`src/rtl/core/sacl_pkg.sv`:
```
// Shared types and constants for the set-associative LRU cache model.
package sacl_pkg;

  localparam int unsigned CFG_IDX_W  = 2;
  localparam int unsigned CFG_DATA_W = 6;
  localparam int unsigned IN_TDATA_W  = 72;
  localparam int unsigned OUT_TDATA_W = 104;
  localparam int unsigned TOTAL_W     = 32;

  localparam logic [CFG_IDX_W-1:0] CFG_SET_BITS   = 2'd0;
  localparam logic [CFG_IDX_W-1:0] CFG_BLOCK_BITS = 2'd1;
  localparam logic [CFG_IDX_W-1:0] CFG_WAYS       = 2'd2;

  typedef enum logic [1:0] {
    OP_LOAD   = 2'd0,
    OP_STORE  = 2'd1,
    OP_MODIFY = 2'd2,
    OP_INSN   = 2'd3
  } op_e;

  typedef enum logic [1:0] {
    ST_CLEAR,
    ST_IDLE,
    ST_EXEC
  } state_e;

  typedef struct packed {
    logic clear;
    logic accept;
    logic finish;
  } dp_cmd_t;

  typedef struct packed {
    logic clear_done;
  } dp_sts_t;

endpackage

```
`src/rtl/core/sacl_ctrl.sv`:
```
// Controller: clearing pass, item sequencing and output register handshake.
module sacl_ctrl
  import sacl_pkg::*;
(
  input  logic    clk_i,
  input  logic    rst_ni,
  input  logic    in_valid_i,
  output logic    in_ready_o,
  output logic    out_valid_o,
  input  logic    out_ready_i,
  output dp_cmd_t cmd_o,
  input  dp_sts_t sts_i
);

  state_e state_q, state_d;
  logic   out_valid_q, out_valid_d;

  always_ff @(posedge clk_i or negedge rst_ni) begin
    if (!rst_ni) begin
      state_q     <= ST_CLEAR;
      out_valid_q <= 1'b0;
    end else begin
      state_q     <= state_d;
      out_valid_q <= out_valid_d;
    end
  end

  always_comb begin
    state_d      = state_q;
    cmd_o        = '0;
    in_ready_o   = 1'b0;
    case (state_q)
      ST_CLEAR: begin
        cmd_o.clear = 1'b1;
        if (sts_i.clear_done) begin
          state_d = ST_IDLE;
        end
      end
      ST_IDLE: begin
        in_ready_o = 1'b1;
        if (in_valid_i) begin
          cmd_o.accept = 1'b1;
          state_d      = ST_EXEC;
        end
      end
      ST_EXEC: begin
        if (!out_valid_q || out_ready_i) begin
          cmd_o.finish = 1'b1;
          state_d      = ST_IDLE;
        end
      end
      default: begin
        state_d = ST_CLEAR;
      end
    endcase
    out_valid_d = cmd_o.finish || (out_valid_q && !out_ready_i);
  end

  assign out_valid_o = out_valid_q;

  a_accept_exec: assert property (@(posedge clk_i) disable iff (!rst_ni)
    cmd_o.accept |=> state_q == ST_EXEC)
    else $error("accepted item did not enter execution");

  a_finish_out: assert property (@(posedge clk_i) disable iff (!rst_ni)
    cmd_o.finish |=> out_valid_q)
    else $error("finished item not presented");

  a_clear_leave: assert property (@(posedge clk_i) disable iff (!rst_ni)
    (state_q == ST_CLEAR && sts_i.clear_done) |=> state_q == ST_IDLE)
    else $error("clearing pass did not end");

  a_no_accept_busy: assert property (@(posedge clk_i) disable iff (!rst_ni)
    (state_q == ST_EXEC) |-> !in_ready_o)
    else $error("item accepted while one is in execution");

endmodule

```
`config.mk`:
```
export PLATFORM = sky130hd
export DESIGN_NAME = sacl_ctrl
export DESIGN_NICKNAME = d
export VERILOG_FILES = /design/src/rtl/core/sacl_pkg.sv /design/src/rtl/core/sacl_ctrl.sv
export SDC_FILE = /design/constraint.sdc
export NUM_CORES = 1
export LEC_CHECK = 0
export BUFFER_PORTS_ARGS = -buffer_cell sky130_fd_sc_hd__buf_2
export CAP_MARGIN = 15
export CORE_AREA = 2 2 39 41
export DETAILED_ROUTE_END_ITERATION = 10
export DIE_AREA = 0 0 41 43
export HOLD_SLACK_MARGIN = 0.05
export PLACE_DENSITY = 0.41
export SLEW_MARGIN = 10
export SYNTH_ARGS = -nofsm -noshare
export SYNTH_HDL_FRONTEND = slang
export SYNTH_SLANG_ARGS = --single-unit
```
`constraint.sdc`:
```
create_clock -name clk_i -period 1.9 [get_ports clk_i]
set_input_delay 0 -clock clk_i [delete_from_list [all_inputs] [get_ports clk_i]]
set_output_delay 0 -clock clk_i [all_outputs]
set_load 0.1 [all_outputs]
```
# [After elaboration in Yosys (flattened, before gate mapping)]
# Index checks and enable logic that the tools add are counted.
# W data, S select, Z words.
[word_totals] reg_bits=3 input_bits=5 out_inout_bits=5 wordCells=24
[classes] n_eq_ne=5 muxes=10 n_reduce_logical=7
[op_table] cell="$mux W1" n=6
[op_table] cell="$mux W2" n=3
[op_table] cell="$ne A2 B2 Y1 const B" n=3
[op_table] cell="$pmux W2 S3" n=1
[op_table] cell="$reduce_and A3 Y1" n=1
[op_table] cell="$eq A2 B1 Y1 const B" n=1
[op_table] cell="$eq A2 B2 Y1 const B" n=1
[op_table] cell="$logic_not A1 Y1" n=2
[op_table] cell="$logic_not A2 Y1" n=1
[op_table] cell="$logic_or A1 B1 Y1" n=2
[op_table] cell="$logic_and A1 B1 Y1" n=1

# [Logic depth before layout (Yosys ltp)]
# Gate-level depths: netlist (run 1).
[logic_depth] word_depth=5 depth_mapped=2 depth_no_buf=2

# [Worst setup path before layout (run 1)]
# OpenSTA, ideal clock, no wires.
[synth_timing] path_kind="reg2out" from="reg out_valid_q (netlist: out_valid_o)" to="out cmd_o[0] in the netlist's numbering" arrival_time_ns=2.306 required_ns=1.900 setup_slack_ns=-0.406 stages_incl_launch_ff=3 path_buffers=0 cell_sequence="dfrtp_1 > nor2b_1 > nor2_1"
[synth_lines] item="from (decl)" line="sacl_ctrl.sv:16" rtl="logic out_valid_q, out_valid_d;"
[synth_lines] item="from (signal assigned)" line="sacl_ctrl.sv:24" rtl="out_valid_q <= out_valid_d;"
[synth_lines] item="to (decl)" line="sacl_ctrl.sv:11" rtl="output dp_cmd_t cmd_o,"

==> results of run 1 <==
-- cells by family after synthesis --
logic type / count (synthesis) / share of synthesized area
compound gates: 2 / 0.146
flops: 3 / 0.488
simple gates: 11 / 0.366
-- through the flow --
stage          hold slack (ps)  instance area, sq um  worst slack, ps  utilization
6_report                  65.6                   258              529        0.186
2_1_floorplan             -296                   156             48.7            -
5_1_grt                   73.7                   258              443        0.186
3_3_place_gp              -198                   221              750        0.160
3_5_place_dp              -200                   221              764        0.160
4_1_cts                   59.6                   258              509        0.186
-- registers in the layout, summed over array words and instances (netlist names) --
| signal | flops |
|---|---|
| state_q | 2 |
| out_valid_o | 1 |
-- layer usage --
layer	part of all wire	up-vias	GRT usage
met5	0	-	0
met4	0	0	0.0400
met3	0.20	0	0.0628
met2	0.37	10	0.0563
met1	0.42	67	0.0643
li1	-	81	-
-- cell type report --
class | count | area (sq um) | area share
clock buffers | 4 | 26.3 | 0.102
flip-flops and latches | 3 | 75.1 | 0.291
repair buffers | 10 | 55.1 | 0.214
multi-input cells | 13 | 81.3 | 0.316
well taps | 16 | 20.0 | 0.0777
-- tightest hold or removal path, cell delays in order --
cell and delay (ps):
sky130_fd_sc_hd__buf_2 80, sky130_fd_sc_hd__nand2b_1 110, sky130_fd_sc_hd__nand2_1 50
-- worst paths after layout --
kind,start,endpoint,slack [ps]
worst min register to register,out_valid_o,out_valid_o,520
worst max-delay path,state_q[0],cmd_o[0],530
worst min-delay path,out_ready_i,out_valid_o,70
worst max register to register,state_q[0],state_q[1],1010
max in group asynchronous,rst_ni,out_valid_o,1700
min in group asynchronous,rst_ni,state_q[0],90
-- cells in the final DEF, fill, tap and decap left out --
cell and instances:
sky130_fd_sc_hd__clkbuf_4 3, sky130_fd_sc_hd__and2_1 1, sky130_fd_sc_hd__nor2_2 1, sky130_fd_sc_hd__nor2b_1 2, sky130_fd_sc_hd__nand2_1 2, sky130_fd_sc_hd__nand2b_2 1
sky130_fd_sc_hd__dfrtp_1 3, sky130_fd_sc_hd__buf_2 9, sky130_fd_sc_hd__clkbuf_1 1, sky130_fd_sc_hd__nand2b_1 1, sky130_fd_sc_hd__o22ai_1 1, sky130_fd_sc_hd__nor2_1 3
sky130_fd_sc_hd__o32ai_2 1, sky130_fd_sc_hd__dlygate4sd3_1 1
-- repair_timing --
| item | in CTS | in global routing |
|---|---|---|
| buffers inserted | 0 | 0 |
| hold buffers | 1 | 0 |
| endpoints found under the hold margin | 3 | 0 |
| setup endpoints to repair | 0 | 0 |
==> results.yml, run 1 <==
outcome:
  status: "complete, no violations"
synth:
  synthesis.nets: 21
  netlist.top_cell.by_area: "sky130_fd_sc_hd__dfrtp_1"
  synth.yosys.warnings: 0
  synth_seq_area_share: 0.488
  syn-instance-count: 16
  postSynthAreaPerCell_sq_um: 9.62
  most_instantiated_flip_flop_cell_in_the_synthesis_netlist: "sky130_fd_sc_hd__dfrtp_1"
  syn-cell-area_sq_um: 154
  synth-async-reset-ratio: 1.00
  post-synth-top-count-cell: "sky130_fd_sc_hd__nor2_1"
  yosys-top-cells-area: "sky130_fd_sc_hd__dfrtp_1 (49%), sky130_fd_sc_hd__o32ai_2 (11%), sky130_fd_sc_hd__nor2_1 (9.8%)"
  ys_seq_elements: 3
  synth_enable_flop_cells: 0
  yosys.area.top_type_share: 0.488
  yosys.cell_types.count: 9
  top_cells_by_count_synth: "sky130_fd_sc_hd__nor2_1 (4), sky130_fd_sc_hd__dfrtp_1 (3), sky130_fd_sc_hd__nand2_1 (2), sky130_fd_sc_hd__nor2b_1 (2)"
critical_path:
  worstSetupStartpointType: "flop"
  worstPathArrival_ps: 1370
  worst_ep_required_time_ps: 1900
  critical_path_buf_inv_count: 1
  timing.critical_path.slowest_stage_cell: "sky130_fd_sc_hd__buf_2"
  worst_r2r_path_depth: 2
  cell_chain_critical_path: "nand2b_2 -> nor2_2 -> buf_2"
  critPathCaptureType: "output pin"
  timing.setup.critical_path_class: "reg2out"
  critical_path_cell_count: 3
  cpPeakStageDelay_ps: 420
  path_max_fanout: 6
  critical_path.top_delay_family: "buffers and inverters"
die:
  initial_utilization: 0.111
  fp.dieH_microns: 43
  core_area_sq_um: 1380
  fp-row-count: 14
  num_io_pins: 10
  die_area_sq_um: 1760
  floorplan.die.width_microns: 41
placement:
  place.port_buffers: 9
  finalWeightedCongestion: 0.585
  detailed_place_hpwl_microns: 305
  post-place-cells: 41
detailed_routing:
  drt-pass1-iter-count: 2
  antenna_violating_nets_left: 0
  final_routed_wire_length_divided_by_cell_count_microns: 8.11
  routed-via-count: 158
  wirelength_microns: 373
  detail_route.iter0.violations: 3
  post_drt_via_cell_ratio: 3.43
  detail_route.drc_violations: 0
cts:
  cts.path.max_buffers: 2
  worst_setup_hold_path_clk_slew_ps: 40
  cts_inserted_buffers: 3
  numClockSinks: 3
  cts-resized-gates: 0
  tritoncts: "yes"
  ctsRootBufferMaster: "sky130_fd_sc_hd__clkbuf_4"
  clkLatencyLatePin_ps: 230
  clock_tree.htree_level_count: 1
sta:
  finalMaxSlewViolations: 0
  post-route-min-period_ps: 1370
  finalSetupViolations: 0
  tightest_slew_ps: 490
  timing.slew.headroom: 0.676
  timing_hold_violations_final: 0
  setup_tns_ps: 0
  grt_setup_unrepaired: "false"
  setup_skew_ps: 3.49
  achievable-frequency_mhz: 729
  finalCritPeriodShare: 0.722
finish:
  final_nets: 36
  total_inserted_antenna_cells: 0
  post_layout_nonfiller_instances: 46
  area.growth.synth_to_final_pct: 67.5
  fillerInstances: 169
  post_route_cells_drive_above_1_share: 0.500
min_path:
  hp-class: "in2reg"
  hold_path_depth: 3
run:
  max-cap-violations: 0
global_routing:
  grt_remaining_overflow: 0
  grt_max_degree: 7
  number_of_antenna_violations_at_the_first_check_in_global_routing: 0
  global_route.usage.total: 0.0562
  global_route_wire_length_before_repair_microns: 586
  number_of_global_route_vias_before_repair: 152
Power of run 1 is left out: the tool's default activity adds up to more than one toggle a clock period on the data nets, which glitch-free logic cannot reach.
==> run 2, diff against run 1 <==
Settings changed: PLACE_DENSITY 0.41 to 0.42.
Clock period 1.9 ns to 1.25 ns, I/O delays scaled along.
==> run 2 against run 1 <==
Against the previous run: design area up 34%; critical endpoint unchanged; largest cell class is now non-clock buffers; wire length up 13%; core utilization increased by 6.4 points; highest routed layer unchanged.
==> results.yml, run 2 (synthesis gave the netlist of run 1 again) <==
cts:
  numClockSinks: 3
  clkLatencyLatePin_ps: 230
  cts_inserted_buffers: 3
  clock_tree.htree_level_count: 1
  worst_setup_hold_path_clk_slew_ps: 40
  tritoncts: "yes"
  ctsRootBufferMaster: "sky130_fd_sc_hd__clkbuf_4"
  post-cts-setup-buffer-count: 0
  cts.path.max_buffers: 2
global_routing:
  global_route.peak_usage_layer: "met2"
  grt_remaining_overflow: 0
  grt.met2_usage: 0.0813
  global_route_wire_length_before_repair_microns: 662
  number_of_global_route_vias_before_repair: 180
  global_route.usage.total: 0.0614
  grt_util_met3: 0.0157
  number_of_antenna_violations_at_the_first_check_in_global_routing: 0
  global_route.usage.met1: 0.0647
  grt_max_degree: 7
min_path:
  hp-class: "in2async"
detailed_routing:
  detail_route.drc_violations: 0
  drt-pass1-iter-count: 2
  wirelength_microns: 421
  detail_route.iter0.violations: 2
  post_drt_via_cell_ratio: 3.67
  final_routed_wire_length_divided_by_cell_count_microns: 9.15
  routed-via-count: 169
  antenna_violating_nets_left: 0
finish:
  post_route_cells_drive_above_1_share: 0.667
  final_nets: 36
  mostFrequentLayoutCells: "sky130_fd_sc_hd__buf_2 (5), sky130_fd_sc_hd__buf_12 (4), sky130_fd_sc_hd__clkbuf_4 (3)"
  most_flop_heavy_register: "state_q"
  leading_cell_type_in_the_layout_fill_and_taps_excluded: "sky130_fd_sc_hd__buf_2"
  largest_register_ffs: 2
  area.growth.synth_to_final_pct: 125
  total_inserted_antenna_cells: 0
die:
  floorplan.die.width_microns: 41
  fp-row-count: 14
  num_io_pins: 10
  core_area_sq_um: 1380
  initial_utilization: 0.111
  die_area_sq_um: 1760
  fp.dieH_microns: 43
sta:
  finalMaxSlewViolations: 0
  finalSetupViolations: 0
  setup_skew_ps: 1.83
  tightest_slew_ps: 486
  achievable-frequency_mhz: 856
  setup_tns_ps: 0
  post-route-min-period_ps: 1170
  timing.slew.headroom: 0.678
  timing_hold_violations_final: 0
  grt_setup_unrepaired: "false"
  finalCritPeriodShare: 0.934
critical_path:
  rrSetupSlack_ps: 320
  setup.worst_path.start: "state_q[1]"
  path_max_fanout: 6
  capture_point_of_the_worst_reg_to_reg_path: "state_q[0]"
  worst_ep_required_time_ps: 1250
  worstSetupStartpointType: "flop"
  timing.setup.critical_path_class: "reg2out"
  crit-reg2reg-launch: "state_q[0]"
  critPathCaptureType: "output pin"
  worst_r2r_path_depth: 2
  worstPathArrival_ps: 1170
placement:
  detailed_place_hpwl_microns: 340
  place.port_buffers: 9
  finalWeightedCongestion: 0.656
outcome:
  status: "complete, no violations"
run:
  max-cap-violations: 0
[run 2: cell counts in the layout (fill, tap and decap cells not counted)]
Identical to the previous run, type by type.
[run 2: worst max path at each step]
stage,endpoint,slack (ps)
after floorplan,in_ready_o,-20
after global placement,cmd_o[0],280
after detailed placement,cmd_o[0],270
after CTS,cmd_o[0],20
after global routing,cmd_o[0],30
final,cmd_o[0],80
[run 2: stage by stage]
| stage | cell area (sq um) | worst slack [ps] | utilization | hold slack (ps) | std cells |
|---|---|---|---|---|---|
| finish | 347 | 81.9 | 0.250 | 90.1 | 46 |
| global placement | 305 | 280 | 0.221 | -205 | 41 |
| floorplan | 180 | -22.8 | - | -296 | 16 |
| CTS | 342 | 18.1 | 0.247 | 79.0 | 46 |
| detailed placement | 305 | 273 | 0.221 | -201 | 41 |
| global route | 347 | 30.4 | 0.250 | 96.3 | 46 |
[run 2: critical path, cell delays in order, from the launching register on]
cell and delay (ps):
sky130_fd_sc_hd__dfrtp_1 510, sky130_fd_sc_hd__nand2b_4 110, sky130_fd_sc_hd__nor2_4 130, sky130_fd_sc_hd__buf_12 180
[run 2: what timing repair did]
item / CTS / global route
hold buffers: 1 / 0
resized for setup: 0 / 1
setup endpoints to repair: 0 / 1
hold endpoints to repair: 3 / 0
[run 2: layout make-up]
cell class	count	area (sq um)
repair buffers	10	115
flip-flops and latches	3	78.8
fillers	148	1040
clock buffers	4	26.3
well taps	16	20.0
multi-input cells	13	106
[run 2: layer usage]
metal	wire [microns]	vias to the layer above
li1	-	83
met1	171	76
met5	0	-
met2	197	10
met4	0	0
met3	52	0
Power of run 2 is left out for the same reason.
